--- src/sv/lcts_pkg.sv ---
// ----------------------------------------------------------------------------
// lcts_pkg
// Shared widths, codes and control types for the load-cell tare/scale core.
// ----------------------------------------------------------------------------
package lcts_pkg;

  localparam int RAW_W       = 24;  // converter word
  localparam int DIFF_W      = 25;  // difference of two readings
  localparam int MASS_W      = 24;  // reference mass register
  localparam int PROD_W      = 50;  // signed difference times mass
  localparam int WEIGHT_W    = 49;  // weight output
  localparam int SUM_W       = 31;  // running sum of samples
  localparam int CNT_W       = 7;   // running sample count
  localparam int AVG_SAMPLES = 10;  // samples per tare/reference average
  localparam int DIVD_W      = 49;  // divider dividend magnitude
  localparam int DIVS_W      = 25;  // divider divisor magnitude
  localparam int DIV_CNT_W   = 6;   // holds DIVD_W

  // mode codes on the input
  localparam logic [1:0] MODE_MEASURE = 2'd0;
  localparam logic [1:0] MODE_TARE    = 2'd1;
  localparam logic [1:0] MODE_REF     = 2'd2;
  localparam logic [1:0] MODE_NONE    = 2'd0;  // no average running

  typedef enum logic [1:0] {
    STATUS_OK    = 2'd0,
    STATUS_CAL   = 2'd1,
    STATUS_UNCAL = 2'd2
  } status_e;

  typedef enum logic [2:0] {
    S_IDLE,
    S_PREP,
    S_CHECK,
    S_MUL,
    S_DIV_START,
    S_DIV_WAIT,
    S_DONE
  } ctrl_state_e;

  // controller -> datapath
  typedef struct packed {
    logic capture;    // latch the input request
    logic prep;       // accumulate or form differences
    logic mul;        // register the product
    logic div_start;  // load the serial divider
    logic finish;     // commit state, load the output register
  } dp_cmd_t;

  // datapath -> controller
  typedef struct packed {
    logic is_cal;     // request is a tare or reference sample
    logic avg_full;   // average has its last sample
    logic div_zero;   // reference equals zero offset
    logic div_busy;   // serial divider running
    logic out_free;   // output register can take a result
  } dp_sts_t;

endpackage

--- src/sv/lcts_ctrl.sv ---
// ----------------------------------------------------------------------------
// lcts_ctrl
// Sequencer: one request at a time through accumulate, multiply and divide.
// ----------------------------------------------------------------------------
module lcts_ctrl (
  input  logic              clk_i,
  input  logic              rst_ni,
  input  logic              in_valid_i,
  output logic              in_ready_o,
  input  lcts_pkg::dp_sts_t sts_i,
  output lcts_pkg::dp_cmd_t cmd_o
);
  import lcts_pkg::*;

  ctrl_state_e state_q, state_d;

  always_ff @(posedge clk_i or negedge rst_ni) begin
    if (!rst_ni) begin
      state_q <= S_IDLE;
    end else begin
      state_q <= state_d;
    end
  end

  always_comb begin
    state_d    = state_q;
    cmd_o      = '0;
    in_ready_o = 1'b0;
    case (state_q)
      S_IDLE: begin
        in_ready_o = 1'b1;
        if (in_valid_i) begin
          cmd_o.capture = 1'b1;
          state_d       = S_PREP;
        end
      end
      S_PREP: begin
        cmd_o.prep = 1'b1;
        state_d    = S_CHECK;
      end
      S_CHECK: begin
        if (sts_i.is_cal) begin
          state_d = sts_i.avg_full ? S_DIV_START : S_DONE;
        end else begin
          state_d = sts_i.div_zero ? S_DONE : S_MUL;
        end
      end
      S_MUL: begin
        cmd_o.mul = 1'b1;
        state_d   = S_DIV_START;
      end
      S_DIV_START: begin
        cmd_o.div_start = 1'b1;
        state_d         = S_DIV_WAIT;
      end
      S_DIV_WAIT: begin
        if (!sts_i.div_busy) begin
          state_d = S_DONE;
        end
      end
      S_DONE: begin
        if (sts_i.out_free) begin
          cmd_o.finish = 1'b1;
          state_d      = S_IDLE;
        end
      end
      default: begin
        state_d = S_IDLE;
      end
    endcase
  end

endmodule

--- config.mk ---
export PLATFORM = sky130hd
export DESIGN_NAME = lcts_ctrl
export DESIGN_NICKNAME = d
export VERILOG_FILES = /design/src/sv/lcts_pkg.sv /design/src/sv/lcts_ctrl.sv
export SDC_FILE = /design/constraint.sdc
export NUM_CORES = 1
export LEC_CHECK = 0
export BUFFER_PORTS_ARGS = -buffer_cell sky130_fd_sc_hd__buf_2
export CAP_MARGIN = 20
export CORE_AREA = 4 4 41 43
export DETAILED_ROUTE_END_ITERATION = 10
export DIE_AREA = 0 0 45 47
export SLEW_MARGIN = 20
export SYNTH_ARGS = -nofsm -noshare
export SYNTH_HDL_FRONTEND = slang
export SYNTH_SLANG_ARGS = --single-unit
--- constraint.sdc ---
create_clock -name clk_i -period 1.6 [get_ports clk_i]
set_input_delay 0.32 -clock clk_i [delete_from_list [all_inputs] [get_ports clk_i]]
set_output_delay 0.32 -clock clk_i [all_outputs]
set_load 0.01 [all_outputs]
After elaboration in Yosys (flattened, before gate mapping). Index checks and enable logic that the tools add are counted. W data, S select, Z words.

Register bits: 3. Word-level logic and storage cells: 27.

Equality and inequality tests: 9. Muxes and demuxes: 15. Reduce and logical (&&, ||, !) cells: 2.

Operator list (number): $pmux W3 S7 (1); $mux W3 (5); $eq A3 B3 Y1 const B (3); $mux W1 (8); $eq A3 B2 Y1 const B (2); $ne A2 B2 Y1 const B (3); $eq A3 B1 Y1 const B (1); $logic_not A3 Y1 (1); $reduce_and A3 Y1 (1); $mux W2 (1).

Logic depth before layout (Yosys ltp).
Depth after elaboration: 3. Gate-level depth with buffers: 4.

Least setup slack after synthesis. Ideal clock, no wire load.

Kind: reg2out. Start point: reg state_q[1]. End point: out cmd_o[4] (netlist bit). Data arrival time: 1.058 ns. Data required time: 1.280 ns. Path slack: 0.222 ns. Cell stages (with the launch flop): 4. Buffers on the path: 1. Path through: dfrtp_1 > buf_2 > nor3_1 > and2_1.

RTL lines: from (decl) (RTL line lcts_ctrl.sv:15) `ctrl_state_e state_q, state_d;`; from (signal assigned) (RTL line lcts_ctrl.sv:21) `state_q <= state_d;`; to (decl) (RTL line lcts_ctrl.sv:11) `output lcts_pkg::dp_cmd_t cmd_o`.

==> results.toml <==
[setup_path]
path_buf_inv = 1
crit_arrival_ps = 1150
required_ps = 1280
critical_path_class = "reg2out"
critPathTopFamily = "flip-flops"
cp-start-kind = "register"
path_max_fanout = 12
slowest_stage = "dfrtp_1"
cpPeakStageDelay_ps = 480
ff2ff_setup_slack_ps = 380
crit_chain = "nand2b_1 -> nor2_1 -> buf_2"
critPathCaptureType = "output pin"

[placed_design]
dp_hpwl_um = 402
gp_congestion = 0.7161
dpl-instance-area_um2 = 276.5
port_buffers = 13

[global_route]
antenna_found_initial = 0
grt_usage = 0.05622
grt_pass1_vias = 202
grt_first_pass_wirelength_um = 793
grt.overflow.total = 0
grt_start_max_net_pins = 13

[detailed_routing]
wire_per_inst_um = 9.158
viasPerCell = 3.947
dr.first_iter.drc_count = 2
ant_nets = 0
dr.pass1.iters = 4
drc = 0
num_vias = 225
finalWirelength_um = 522

[clocking]
cts_tree = "done"
clk_pin_slew_ps = 30
cts_root_buffer = "clkbuf_4"
numCtsBuffers = 3
clock_path_buffers = 2
postCtsSetupRepairBufs = 0
worstSkewPairLatency_ps = 230
clock-sinks = 3
htreeDepth = 1

[synth]
yosysSeqAreaShare = 0.3704
synth_area_per_cell_um2 = 7.796
synth-compound-area-share = 0.2160
synthAdderAreaFrac = 0
muxShareOfSynthArea = 0
synth_seq_cells = 3
synth-simple-area-share = 0.3457
synth_cells = 26
synthesis.nets = 34
synth_top_family_by_area = "simple AND/OR/NAND/NOR gates"
synth.cell_area_um2 = 202.7
synth_xor_area_frac = 0
ys_warn_count = 0
synth_cell_types = 18

[run]
cap_violations = 0

[sta]
tightest_slew_ps = 332.0
rsz0062_at_grt = "no"
hold_slack_ps = 397.1
maxSlewHeadroom = 0.7787
fin_setup_tns_ps = 0
finalCriticalPeriod_ps = 1472
skew_ps = 3.244
fin_crit_sh = 0.9202
drv_slew = 0
setup_viol = 0
hold_viol = 0
fmax_ghz = 0.6792

[layout]
synthToLayoutAreaGrowth_pct = 56.79
final_layout_size_suffix_gt1_frac = 0.4048
largest_reg_flops = 3
top_regs = "state_q (3)"
stdcell_area_um2 = 317.8
fillCellCount = 159
fin_util = 0.2442
fin_nets = 51
layout_commonest_cell = "buf_2"
mostFrequentLayoutCells = "buf_2, nand2_1, clkbuf_4, dfrtp_1"
antenna_cells = 0
regMostFlops = "state_q"

[run_status]
status = "finished clean"

[pwr]
powerDensity_nw_per_um2 = 1748
p_leak_nw = 0.1567
ir_worst_vdd_mv = 0.3540

[floorplan]
die_height_um = 47
pin_count = 14
std_cell_rows = 13
die_area_um2 = 2115
core_um2 = 1301
die_x_um = 45
initial_utilization = 0.1558

[hold_path]
hp-class = "in2reg"
## logic make-up after synthesis
kind of cell,count (synthesis)
buffers and inverters,3
DFF,3
AOI/OAI and AO/OA,7
and+or+nand+nor,13
## cells in the mapped netlist (all sizes together)
cell type,n,area share
a31oi,1,0.031
nand2,3,0.056
nand2b,1,0.031
buf,2,0.049
o22ai,1,0.031
o21ai,1,0.025
and2,1,0.031
nor3b,1,0.037
inv,1,0.019
dfrtp,3,0.37
and4,1,0.043
o211ai,1,0.037
or2,1,0.031
a21oi,2,0.049
or3,1,0.031
a2bb2oi,1,0.043
nor2,2,0.037
nor3,2,0.049
## repair_timing
item,in CTS,in global routing
endpoints found under the hold margin,3,0
endpoints found under the setup margin,0,1
gates resized for setup,0,1
hold buffers,1,0
## worst register-to-register path, cell delays in order (launching register included)
cell and delay, ps:
dfrtp_1 450, or3_1 420, a21oi_1 150, a31oi_1 60
## power by group
group | internal [mW] | switching (mW) | total (mW)
clock network | 0.0933 | 0.0375 | 0.131
registers | 0.113 | 0.0918 | 0.205
logic | 0.117 | 0.103 | 0.220
total | 0.323 | 0.232 | 0.556
## layout make-up
type / count / area [µm²] / share of cell area
well taps: 15 / 18.77 / 0.05906
repair buffers: 14 / 75.07 / 0.2362
multi-input cells: 20 / 118.9 / 0.3740
clock buffers: 4 / 26.28 / 0.08268
flip-flops and latches: 3 / 75.07 / 0.2362
inverters: 1 / 3.754 / 0.01181
## routing by layer
metal,share of wire,vias up,track usage
li1,-,124,-
met1,0.47,92,0.06865
met2,0.43,9,0.06497
met3,0.096,0,0.02299
met4,0,0,0.07018
met5,0,-,0
## metrics by stage
| step | total power [mW] | setup slack, ps | std cells |
|---|---|---|---|
| detailed placement | 0.4146 | 324.7 | 52 |
| CTS | 0.5556 | 69.22 | 57 |
| global placement | 0.4149 | 354.6 | 52 |
| global route | 0.6096 | 32.95 | 57 |
| floorplan | 0.3453 | 222.3 | 26 |
| finish | 0.5555 | 127.6 | 57 |
## path summary, 6_finish.rpt
path / end / cells after the start / from
setup / recovery: cmd_o[2] / 3 / state_q[2]$_DFFE_PN0P_
hold / removal: state_q[2]$_DFFE_PN0P_ / 3 / sts_i[0]
setup reg to reg: state_q[2]$_DFFE_PN0P_ / 3 / state_q[0]$_DFFE_PN0P_
hold reg to reg: state_q[1]$_DFFE_PN0P_ / 1 / state_q[0]$_DFFE_PN0P_
max in group asynchronous: state_q[0]$_DFFE_PN0P_ / 2 / rst_ni
min in group asynchronous: state_q[1]$_DFFE_PN0P_ / 2 / rst_ni
No activity file was read; power rests on OpenSTA's default activity.
