[config.mk]
export PLATFORM = sky130hd
export DESIGN_NAME = lcts_datapath
export DESIGN_NICKNAME = d
export VERILOG_FILES = /design/src/sv/lcts_pkg.sv /design/src/sv/lcts_div.sv /design/src/sv/lcts_datapath.sv
export SDC_FILE = /design/constraint.sdc
export NUM_CORES = 2
export LEC_CHECK = 0
export ABC_AREA = 1
export BUFFER_PORTS_ARGS = -buffer_cell sky130_fd_sc_hd__buf_4
export CORE_MARGIN = 4
export CORE_UTILIZATION = 45
export DETAILED_ROUTE_END_ITERATION = 6
export HOLD_SLACK_MARGIN = 0.08
export PLACE_DENSITY = 0.71
export SYNTH_ARGS = -nofsm -noshare
export SYNTH_HDL_FRONTEND = slang
export SYNTH_HIERARCHICAL = 1
export SYNTH_SLANG_ARGS = --single-unit
[constraint.sdc]
create_clock -name clk_i -period 6.3 [get_ports clk_i]
set_clock_uncertainty 0.05 [all_clocks]
set_input_delay 1.26 -clock clk_i [delete_from_list [all_inputs] [get_ports clk_i]]
set_output_delay 1.26 -clock clk_i [all_outputs]
set_load 0.01 [all_outputs]
[src/sv/lcts_pkg.sv]
// ----------------------------------------------------------------------------
// lcts_pkg
// Shared widths, codes and control types for the load-cell tare/scale core.
// ----------------------------------------------------------------------------
package lcts_pkg;

  localparam int RAW_W       = 24;  // converter word
  localparam int DIFF_W      = 25;  // difference of two readings
  localparam int MASS_W      = 24;  // reference mass register
  localparam int PROD_W      = 50;  // signed difference times mass
  localparam int WEIGHT_W    = 49;  // weight output
  localparam int SUM_W       = 31;  // running sum of samples
  localparam int CNT_W       = 7;   // running sample count
  localparam int AVG_SAMPLES = 10;  // samples per tare/reference average
  localparam int DIVD_W      = 49;  // divider dividend magnitude
  localparam int DIVS_W      = 25;  // divider divisor magnitude
  localparam int DIV_CNT_W   = 6;   // holds DIVD_W

  // mode codes on the input
  localparam logic [1:0] MODE_MEASURE = 2'd0;
  localparam logic [1:0] MODE_TARE    = 2'd1;
  localparam logic [1:0] MODE_REF     = 2'd2;
  localparam logic [1:0] MODE_NONE    = 2'd0;  // no average running

  typedef enum logic [1:0] {
    STATUS_OK    = 2'd0,
    STATUS_CAL   = 2'd1,
    STATUS_UNCAL = 2'd2
  } status_e;

  typedef enum logic [2:0] {
    S_IDLE,
    S_PREP,
    S_CHECK,
    S_MUL,
    S_DIV_START,
    S_DIV_WAIT,
    S_DONE
  } ctrl_state_e;

  // controller -> datapath
  typedef struct packed {
    logic capture;    // latch the input request
    logic prep;       // accumulate or form differences
    logic mul;        // register the product
    logic div_start;  // load the serial divider
    logic finish;     // commit state, load the output register
  } dp_cmd_t;

  // datapath -> controller
  typedef struct packed {
    logic is_cal;     // request is a tare or reference sample
    logic avg_full;   // average has its last sample
    logic div_zero;   // reference equals zero offset
    logic div_busy;   // serial divider running
    logic out_free;   // output register can take a result
  } dp_sts_t;

endpackage

[src/sv/lcts_div.sv]
// ----------------------------------------------------------------------------
// lcts_div
// Unsigned restoring divider, one quotient bit per cycle.
// ----------------------------------------------------------------------------
module lcts_div (
  input  logic                       clk_i,
  input  logic                       rst_ni,
  input  logic                       start_i,
  input  logic [lcts_pkg::DIVD_W-1:0] dividend_i,
  input  logic [lcts_pkg::DIVS_W-1:0] divisor_i,
  output logic                       busy_o,
  output logic [lcts_pkg::DIVD_W-1:0] quotient_o
);
  import lcts_pkg::*;

  logic                 busy_q, busy_d;
  logic [DIV_CNT_W-1:0] cnt_q, cnt_d;
  logic [DIVD_W-1:0]    quo_q, quo_d;
  logic [DIVS_W-1:0]    rem_q, rem_d;
  logic [DIVS_W-1:0]    dvs_q, dvs_d;
  logic [DIVS_W:0]      shifted;
  logic [DIVS_W:0]      diff;

  assign shifted = {rem_q, quo_q[DIVD_W-1]};
  assign diff    = shifted - {1'b0, dvs_q};

  always_comb begin
    busy_d = busy_q;
    cnt_d  = cnt_q;
    quo_d  = quo_q;
    rem_d  = rem_q;
    dvs_d  = dvs_q;
    if (start_i) begin
      busy_d = 1'b1;
      cnt_d  = DIV_CNT_W'(DIVD_W);
      quo_d  = dividend_i;
      rem_d  = '0;
      dvs_d  = divisor_i;
    end else if (busy_q) begin
      if (!diff[DIVS_W]) begin
        rem_d = diff[DIVS_W-1:0];
        quo_d = {quo_q[DIVD_W-2:0], 1'b1};
      end else begin
        rem_d = shifted[DIVS_W-1:0];
        quo_d = {quo_q[DIVD_W-2:0], 1'b0};
      end
      cnt_d  = cnt_q - DIV_CNT_W'(1);
      busy_d = (cnt_q != DIV_CNT_W'(1));
    end
  end

  always_ff @(posedge clk_i or negedge rst_ni) begin
    if (!rst_ni) begin
      busy_q <= 1'b0;
      cnt_q  <= '0;
    end else begin
      busy_q <= busy_d;
      cnt_q  <= cnt_d;
    end
  end

  always_ff @(posedge clk_i) begin
    quo_q <= quo_d;
    rem_q <= rem_d;
    dvs_q <= dvs_d;
  end

  assign busy_o     = busy_q;
  assign quotient_o = quo_q;

endmodule

[src/sv/lcts_datapath.sv]
// ----------------------------------------------------------------------------
// lcts_datapath
// Calibration state, averaging, multiply, shared divider and output register.
// ----------------------------------------------------------------------------
module lcts_datapath (
  input  logic                        clk_i,
  input  logic                        rst_ni,
  input  lcts_pkg::dp_cmd_t           cmd_i,
  output lcts_pkg::dp_sts_t           sts_o,
  input  logic                        cfg_wr_i,
  input  logic [lcts_pkg::MASS_W-1:0] cfg_data_i,
  output logic [lcts_pkg::MASS_W-1:0] ref_mass_o,
  input  logic [1:0]                  in_mode_i,
  input  logic [lcts_pkg::RAW_W-1:0]  in_raw_i,
  output logic                        out_valid_o,
  input  logic                        out_ready_i,
  output logic [lcts_pkg::RAW_W-1:0]  out_raw_o,
  output logic [lcts_pkg::WEIGHT_W-1:0] out_weight_o,
  output logic                        out_wvalid_o,
  output lcts_pkg::status_e           out_status_o,
  output logic                        out_done_o
);
  import lcts_pkg::*;

  // configuration and calibration state
  logic [MASS_W-1:0]        ref_mass_q;
  logic signed [RAW_W-1:0]  zero_q;
  logic signed [RAW_W-1:0]  refr_q;
  logic signed [SUM_W-1:0]  sum_q;
  logic [CNT_W-1:0]         cnt_q;
  logic [1:0]               avg_mode_q;

  // per-request working registers
  logic [1:0]               mode_q;
  logic signed [RAW_W-1:0]  raw_q;
  logic signed [DIFF_W-1:0] num_q;
  logic signed [DIFF_W-1:0] den_q;
  logic signed [PROD_W-1:0] prod_q;
  logic                     neg_q;

  // output register
  logic                     out_valid_q;
  logic [RAW_W-1:0]         out_raw_q;
  logic [WEIGHT_W-1:0]      out_weight_q;
  logic                     out_wvalid_q;
  status_e                  out_status_q;
  logic                     out_done_q;

  logic                     is_cal;
  logic                     avg_full;
  logic                     div_zero;
  logic signed [SUM_W-1:0]  raw_ext;
  logic [PROD_W-1:0]        prod_mag;
  logic [SUM_W-1:0]         sum_mag;
  logic [DIFF_W-1:0]        den_mag;
  logic [DIVD_W-1:0]        div_dividend;
  logic [DIVS_W-1:0]        div_divisor;
  logic                     div_busy;
  logic [DIVD_W-1:0]        quo;
  logic [DIVD_W-1:0]        quo_signed;

  assign is_cal   = (mode_q == MODE_TARE) || (mode_q == MODE_REF);
  assign avg_full = (cnt_q >= CNT_W'(AVG_SAMPLES));
  assign div_zero = (den_q == '0);
  assign raw_ext  = {{(SUM_W-RAW_W){raw_q[RAW_W-1]}}, raw_q};

  assign prod_mag = prod_q[PROD_W-1] ? (~prod_q + 1'b1) : prod_q;
  assign sum_mag  = sum_q[SUM_W-1] ? (~sum_q + 1'b1) : sum_q;
  assign den_mag  = den_q[DIFF_W-1] ? (~den_q + 1'b1) : den_q;

  // the divider is shared: average by the sample count, or weight by span
  always_comb begin
    if (is_cal) begin
      div_dividend = {{(DIVD_W-SUM_W){1'b0}}, sum_mag};
      div_divisor  = DIVS_W'(AVG_SAMPLES);
    end else begin
      div_dividend = prod_mag[DIVD_W-1:0];
      div_divisor  = den_mag;
    end
  end

  lcts_div u_div (
    .clk_i      (clk_i),
    .rst_ni     (rst_ni),
    .start_i    (cmd_i.div_start),
    .dividend_i (div_dividend),
    .divisor_i  (div_divisor),
    .busy_o     (div_busy),
    .quotient_o (quo)
  );

  assign quo_signed = neg_q ? (~quo + 1'b1) : quo;

  // control-like state: calibration values, average bookkeeping, output valid
  always_ff @(posedge clk_i or negedge rst_ni) begin
    if (!rst_ni) begin
      ref_mass_q  <= '0;
      zero_q      <= '0;
      refr_q      <= '0;
      sum_q       <= '0;
      cnt_q       <= '0;
      avg_mode_q  <= MODE_NONE;
      out_valid_q <= 1'b0;
    end else begin
      if (cfg_wr_i) begin
        ref_mass_q <= cfg_data_i;
      end
      if (cmd_i.prep) begin
        if (!is_cal) begin
          sum_q      <= '0;
          cnt_q      <= '0;
          avg_mode_q <= MODE_NONE;
        end else if (avg_mode_q != mode_q) begin
          sum_q      <= raw_ext;
          cnt_q      <= CNT_W'(1);
          avg_mode_q <= mode_q;
        end else begin
          sum_q <= sum_q + raw_ext;
          cnt_q <= cnt_q + CNT_W'(1);
        end
      end
      if (cmd_i.finish && is_cal && avg_full) begin
        if (mode_q == MODE_TARE) begin
          zero_q <= quo_signed[RAW_W-1:0];
        end else begin
          refr_q <= quo_signed[RAW_W-1:0];
        end
        sum_q      <= '0;
        cnt_q      <= '0;
        avg_mode_q <= MODE_NONE;
      end
      if (cmd_i.finish) begin
        out_valid_q <= 1'b1;
      end else if (out_ready_i) begin
        out_valid_q <= 1'b0;
      end
    end
  end

  // payload registers
  always_ff @(posedge clk_i) begin
    if (cmd_i.capture) begin
      mode_q <= in_mode_i;
      raw_q  <= in_raw_i;
    end
    if (cmd_i.prep) begin
      num_q <= {raw_q[RAW_W-1], raw_q} - {zero_q[RAW_W-1], zero_q};
      den_q <= {refr_q[RAW_W-1], refr_q} - {zero_q[RAW_W-1], zero_q};
    end
    if (cmd_i.mul) begin
      prod_q <= num_q * $signed({1'b0, ref_mass_q});
    end
    if (cmd_i.div_start) begin
      neg_q <= is_cal ? sum_q[SUM_W-1] : (prod_q[PROD_W-1] ^ den_q[DIFF_W-1]);
    end
    if (cmd_i.finish) begin
      out_raw_q    <= raw_q;
      out_weight_q <= '0;
      out_wvalid_q <= 1'b0;
      out_done_q   <= 1'b0;
      if (is_cal) begin
        if (avg_full) begin
          out_status_q <= STATUS_OK;
          out_done_q   <= 1'b1;
        end else begin
          out_status_q <= STATUS_CAL;
        end
      end else if (div_zero) begin
        out_status_q <= STATUS_UNCAL;
      end else begin
        out_status_q <= STATUS_OK;
        out_weight_q <= quo_signed;
        out_wvalid_q <= 1'b1;
      end
    end
  end

  assign sts_o.is_cal   = is_cal;
  assign sts_o.avg_full = avg_full;
  assign sts_o.div_zero = div_zero;
  assign sts_o.div_busy = div_busy;
  assign sts_o.out_free = !out_valid_q || out_ready_i;

  assign ref_mass_o   = ref_mass_q;
  assign out_valid_o  = out_valid_q;
  assign out_raw_o    = out_raw_q;
  assign out_weight_o = out_weight_q;
  assign out_wvalid_o = out_wvalid_q;
  assign out_status_o = out_status_q;
  assign out_done_o   = out_done_q;

endmodule

==> Word-level counts from Yosys, hierarchy flattened <==
Index checks and enable logic that the tools add are counted.
{ "word_totals": {"regBits": 423, "in_bits": 59, "elab_cells": 95} }
{ "op_classes": {"n_addsub": 10, "n_mul": 1, "n_lt_le_gt_ge": 1, "eq_ne": 5, "n_mux": 33, "bitwise": 7, "reduce_logical": 14} }
{ "ops": {"columns": ["operator", "n"], "rows": [
  ["$mux W49", 5],
  ["$mux W31", 5],
  ["$add A49 B1 Y49 const B", 2],
  ["$not A49 Y49", 2],
  ["$mul A25 B25 Y50", 1],
  ["$sub A24 B24 Y25", 2],
  ["$add A31 B1 Y31 const B", 1],
  ["$add A31 B24 Y31", 1],
  ["$not A31 Y31", 1],
  ["$mux W7", 4],
  ["$sub A26 B25 Y26", 1],
  ["$add A25 B1 Y25 const B", 1],
  ["$logic_not A25 Y1", 1],
  ["$mux W25", 1],
  ["$not A25 Y25", 1],
  ["$mux W24", 1],
  ["$mux W2", 6],
  ["$mux W6", 2],
  ["$mux W1", 9],
  ["$add A7 B1 Y7 const B", 1],
  ["$ge A7 B4 Y1 const B", 1],
  ["$ne A6 B1 Y1 const B", 1],
  ["$reduce_and A2 Y1", 3],
  ["$reduce_bool A2 Y1", 3],
  ["11 further kinds", 15]
]} }

==> Depth between registers and ports, before layout <==
{ "depth": {"depth_word": 6, "depth_mapped": 30, "mapped_depth_nobuf": 28} }

==> Hierarchy <==
The synthesis kept the hierarchy.
{ "by_module_without_submodules": {"columns": ["module", "instances", "cells_each", "area_each_um2"], "rows": [
  ["lcts_datapath", 1, 5751, 44722.9],
  ["lcts_div", 1, 887, 6465.0]
]} }

==> Worst setup path before layout <==
Ideal clock, no wire load.
{ "synth_path": {"path_kind": "register -> register", "from": "register ref_mass_q[2] (netlist: ref_mass_o[2])", "to": "register prod_q[43], data pin", "setup_time_ns": 0.259, "t_arrival_ns": 6.646, "path_slack_ns": -0.655, "path_stages_with_launch": 24, "path_cell_list": "dfrtp_1 -> clkbuf_1 -> clkbuf_1 -> nand2_1 -> inv_1 -> fa_1 -> fa_1 -> inv_1 -> fa_1 -> inv_1 -> fa_1 -> fa_1 -> fa_1 -> inv_1 -> fa_1 -> inv_1 -> ha_1 -> nand2_1 -> nor2_1 -> inv_1 -> nor4_1 -> nand3_1 -> nand3_1 -> xor2_1"} }
{ "synth_via": {"elab_chain_cells": 1} }
{ "synth_rtl": {"columns": ["element", "line_no", "source"], "rows": [
  ["start: declaration", "lcts_datapath.sv:26", "logic [MASS_W-1:0] ref_mass_q;"],
  ["start signal: assignment", "lcts_datapath.sv:106", "ref_mass_q <= cfg_data_i;"],
  ["$mul A25 B25 Y50", "lcts_datapath.sv:151", "prod_q <= num_q * $signed({1'b0, ref_mass_q});"],
  ["end signal: assignment", "lcts_datapath.sv:151", null],
  ["end: declaration", "lcts_datapath.sv:38", "logic signed [PROD_W-1:0] prod_q;"]
]} }
Every way passes these cells.
A chain may end at the register's enable or synchronous reset.

==> Worst setup path in the final report <==
{ "layout_path": {"from": "register num_q[24]", "to": "register prod_q[44], data pin"} }
{ "layout_via": {"elab_chain_cells": 1} }
{ "layout_rtl": {"columns": ["element", "line_no", "source"], "rows": [
  ["start: declaration", "lcts_datapath.sv:36", "logic signed [DIFF_W-1:0] num_q;"],
  ["start signal: assignment", "lcts_datapath.sv:147", "num_q <= {raw_q[RAW_W-1], raw_q} - {zero_q[RAW_W-1], zero_q};"],
  ["$mul A25 B25 Y50", "lcts_datapath.sv:151", null]
]} }
Every way passes these cells.

==> flow_metrics.tcl <==
set metrics [dict create \
    synth_area_leaders "fa_1 25%, edfxtp_1 16%, nand2_1 12%, inv_1 12%, ha_1 6.3%" \
    fill_cells 10380 \
    crit_top_cell "fa_1" \
    violations "setup timing" \
    hold_viol_final 0 \
    end_kind "register" \
    finalSetupViolCount 13 \
    yosys.cell_types.count 72 \
    synth_ff_type "edfxtp_1" \
    drc 0 \
    relSlewSlack_pct 21.94 \
    drv_slew 0 \
    io_buffers 165 \
    holdWs_ns 0.3941 \
    crit_path_top_delay_cell "fa_2" \
    multi_input_area_um2 33850 \
    rows 123 \
    async_flop_share_pct 28.37 \
    grt_remaining_overflow 0 \
    hpwl_mm 132.2 \
    syn_area_per_cell_um2 7.711 \
    synth.most_common_cell "nand2_1" \
    hold_class "in2async" \
    htree_levels 2 \
    outcome "finished with violations" \
    start_util_pct 45.44 \
    ant_nets 0 \
    cp-start-kind "register" \
    routabilityCongestion 0.9896 \
    critPathMaxStageDelay_ns 0.64 \
    synthTopCellsByCount "1693 x nand2_1, 1646 x inv_1, 637 x fa_1" \
    post-route-min-period_ns 6.484 \
    rsz0062_at_grt "yes" \
    cts_buffers 52 \
    setup_ws_ns -0.1840 \
    fp.dieW_um 345.3 \
    critical_path.top_delay_family "adder cells" \
    cts_buffer_depth 3 \
    first_pass_iters 6 \
    synth_nets 7590 \
    postCtsHoldBufs 0 \
    grt_pass1_vias 45190 \
    synth_area_um2 51190 \
    maxCapViolations 0 \
    core_um2 112700 \
    path_clk_slew_ns 0.07 \
    ios 166 \
    critPathMaxFanout 7 \
    clkSinkCount 423 \
    synth.ff_latch_count 423 \
    worstMarginPinSlew_ns 1.171 \
    tritoncts "done" \
    synthCells 6638 \
    fin_crit_sh_pct 102.9 \
    synth_top_area_share_pct 24.91 \
    grt_pass1_wl_mm 252.9 \
    grt_max_degree 57 \
    cts-root-buf "clkbuf_16" \
    area_delta_synth_final_pct 18.56 \
    synth_edf_count 278 \
    yosysTopAreaCell "fa_1" \
    cp_data_required_time_ns 6.68 \
    vias_per_cell 5.186 \
    critPathKind "reg2reg" \
    post_drt_wl_per_cell_um 18.84 \
    clock.fmax_mhz 154.2 \
    drtIter0Drc 3969 \
    arrival_ns 6.87 \
    dr_total_vias 44610 \
    grt_use_total_pct 26.79 \
    num-nets-final 8009 \
    antenna_found_initial 4 \
    dieArea_um2 119200 \
    die_y_um 345.3 \
    seqCellArea_um2 11860 \
    yosysWarnings 6 \
    wl_mm 162.1 \
    insertion_delay_ns 0.69 \
    ys_seq_area_share_pct 23.15 \
    crit_buf_inv 11 \
    drive_gt1_share_pct 16.77 \
]
## worst register-to-register path, delay by kind of cell (launching register included)
family                     cells  cell delay [ns]
AOI/OAI and AO/OA              2             0.27
xor gates and xnor gates       1             0.16
adders and majority gates      8             3.98
buffers and inverters         11             1.07
DFF                            1             0.34
and+or+nand+nor                5             0.37
## layout make-up
type / instances / share of cell area, %
clock buffer: 53 / 2.150
antenna: 2 / 0.008247
sequential: 423 / 19.54
timing repair buffer: 572 / 8.247
multi-input combinational: 4341 / 55.77
clock inverter: 45 / 0.8515
inverter: 1667 / 10.34
tap: 1500 / 3.092
## layout by cell type, fill, tap and decap left out, types with 27 or more instances in the layout
cell / instances
a21oi_1: 214
a21oi_2: 38
buf_12: 46
buf_4: 494
buf_6: 28
clkbuf_16: 52
dfrtp_1: 116
edfxtp_1: 278
fa_1: 613
ha_1: 218
ha_4: 35
inv_1: 1562
inv_2: 94
nand2_1: 1625
nand2_2: 69
nand3_1: 257
nand3_2: 27
nand4_1: 48
nor2_1: 339
nor2_2: 56
nor2_4: 33
nor3_1: 58
o21ai_0: 193
o21ai_1: 42
o21bai_1: 27
xnor2_1: 56
xor2_1: 95
## routing by layer
metal / global-route usage (%) / share of wire, %
met4: 10.54 / 4.6
met3: 3.510 / 6.7
met5: 0 / 0.0049
met2: 44.64 / 47
met1: 35.61 / 42
## registers in the layout, summed over array words and instances, names as in the netlist, 25 cells and up
signal	cells
den_q	25
num_q	25
out_weight_o	49
prod_q	50
sum_q	31
u_div/dvs_q	25
u_div/quotient_o	49
u_div/rem_q	25
## kinds of logic (layout without fill, tap and decap cells)
group,after synthesis,count (layout),synth area share (%)
DFF,423,423,23.15
muxes,24,24,0.5280
buffers and inverters,1874,2337,13.97
xor gates and xnor gates,155,155,2.652
AOI/OAI and AO/OA,646,646,7.091
and+or+nand+nor,2623,2623,21.44
other,0,2,0
adders and majority gates,893,893,31.17
## through the flow
stage | TNS (ns) | cells | utilization, % | area, um^2 | setup WS, ns
floorplan | -0.07060 | 6638 | - | 51410 | -0.03052
global placement | -5.142 | 8463 | 50.46 | 56850 | -0.3064
detailed placement | -7.909 | 8463 | 50.46 | 56850 | -0.4387
CTS | -1.200 | 8582 | 52.84 | 59530 | -0.1822
global route | -6.537 | 8602 | 53.87 | 60690 | -0.4080
finish | -1.459 | 8603 | 53.87 | 60690 | -0.1840
## worst paths after layout
check                                 from         endpoint  slack [ns]  depth (start not counted)
max                              num_q[24]       prod_q[44]       -0.18                         27
min                                 rst_ni      out_valid_o        0.39                          1
max reg2reg                      num_q[24]       prod_q[44]       -0.18                         27
min reg2reg                u_div/rem_q[13]  u_div/rem_q[13]        0.43                          2
max in group asynchronous           rst_ni    ref_mass_o[6]        4.68                          2
min in group clk_i         u_div/rem_q[13]  u_div/rem_q[13]        0.43                          2
## timing repair
item / 4_1_cts / 5_1_grt
pin swaps: 88 / 155
setup buffers: 21 / 19
endpoints found under the setup margin: 35 / 37
resized for setup: 179 / 301
gates cloned: 0 / 0
Power is left out: the tool's default activity adds up to more than one toggle a clock period on the data nets, which glitch-free logic cannot reach.
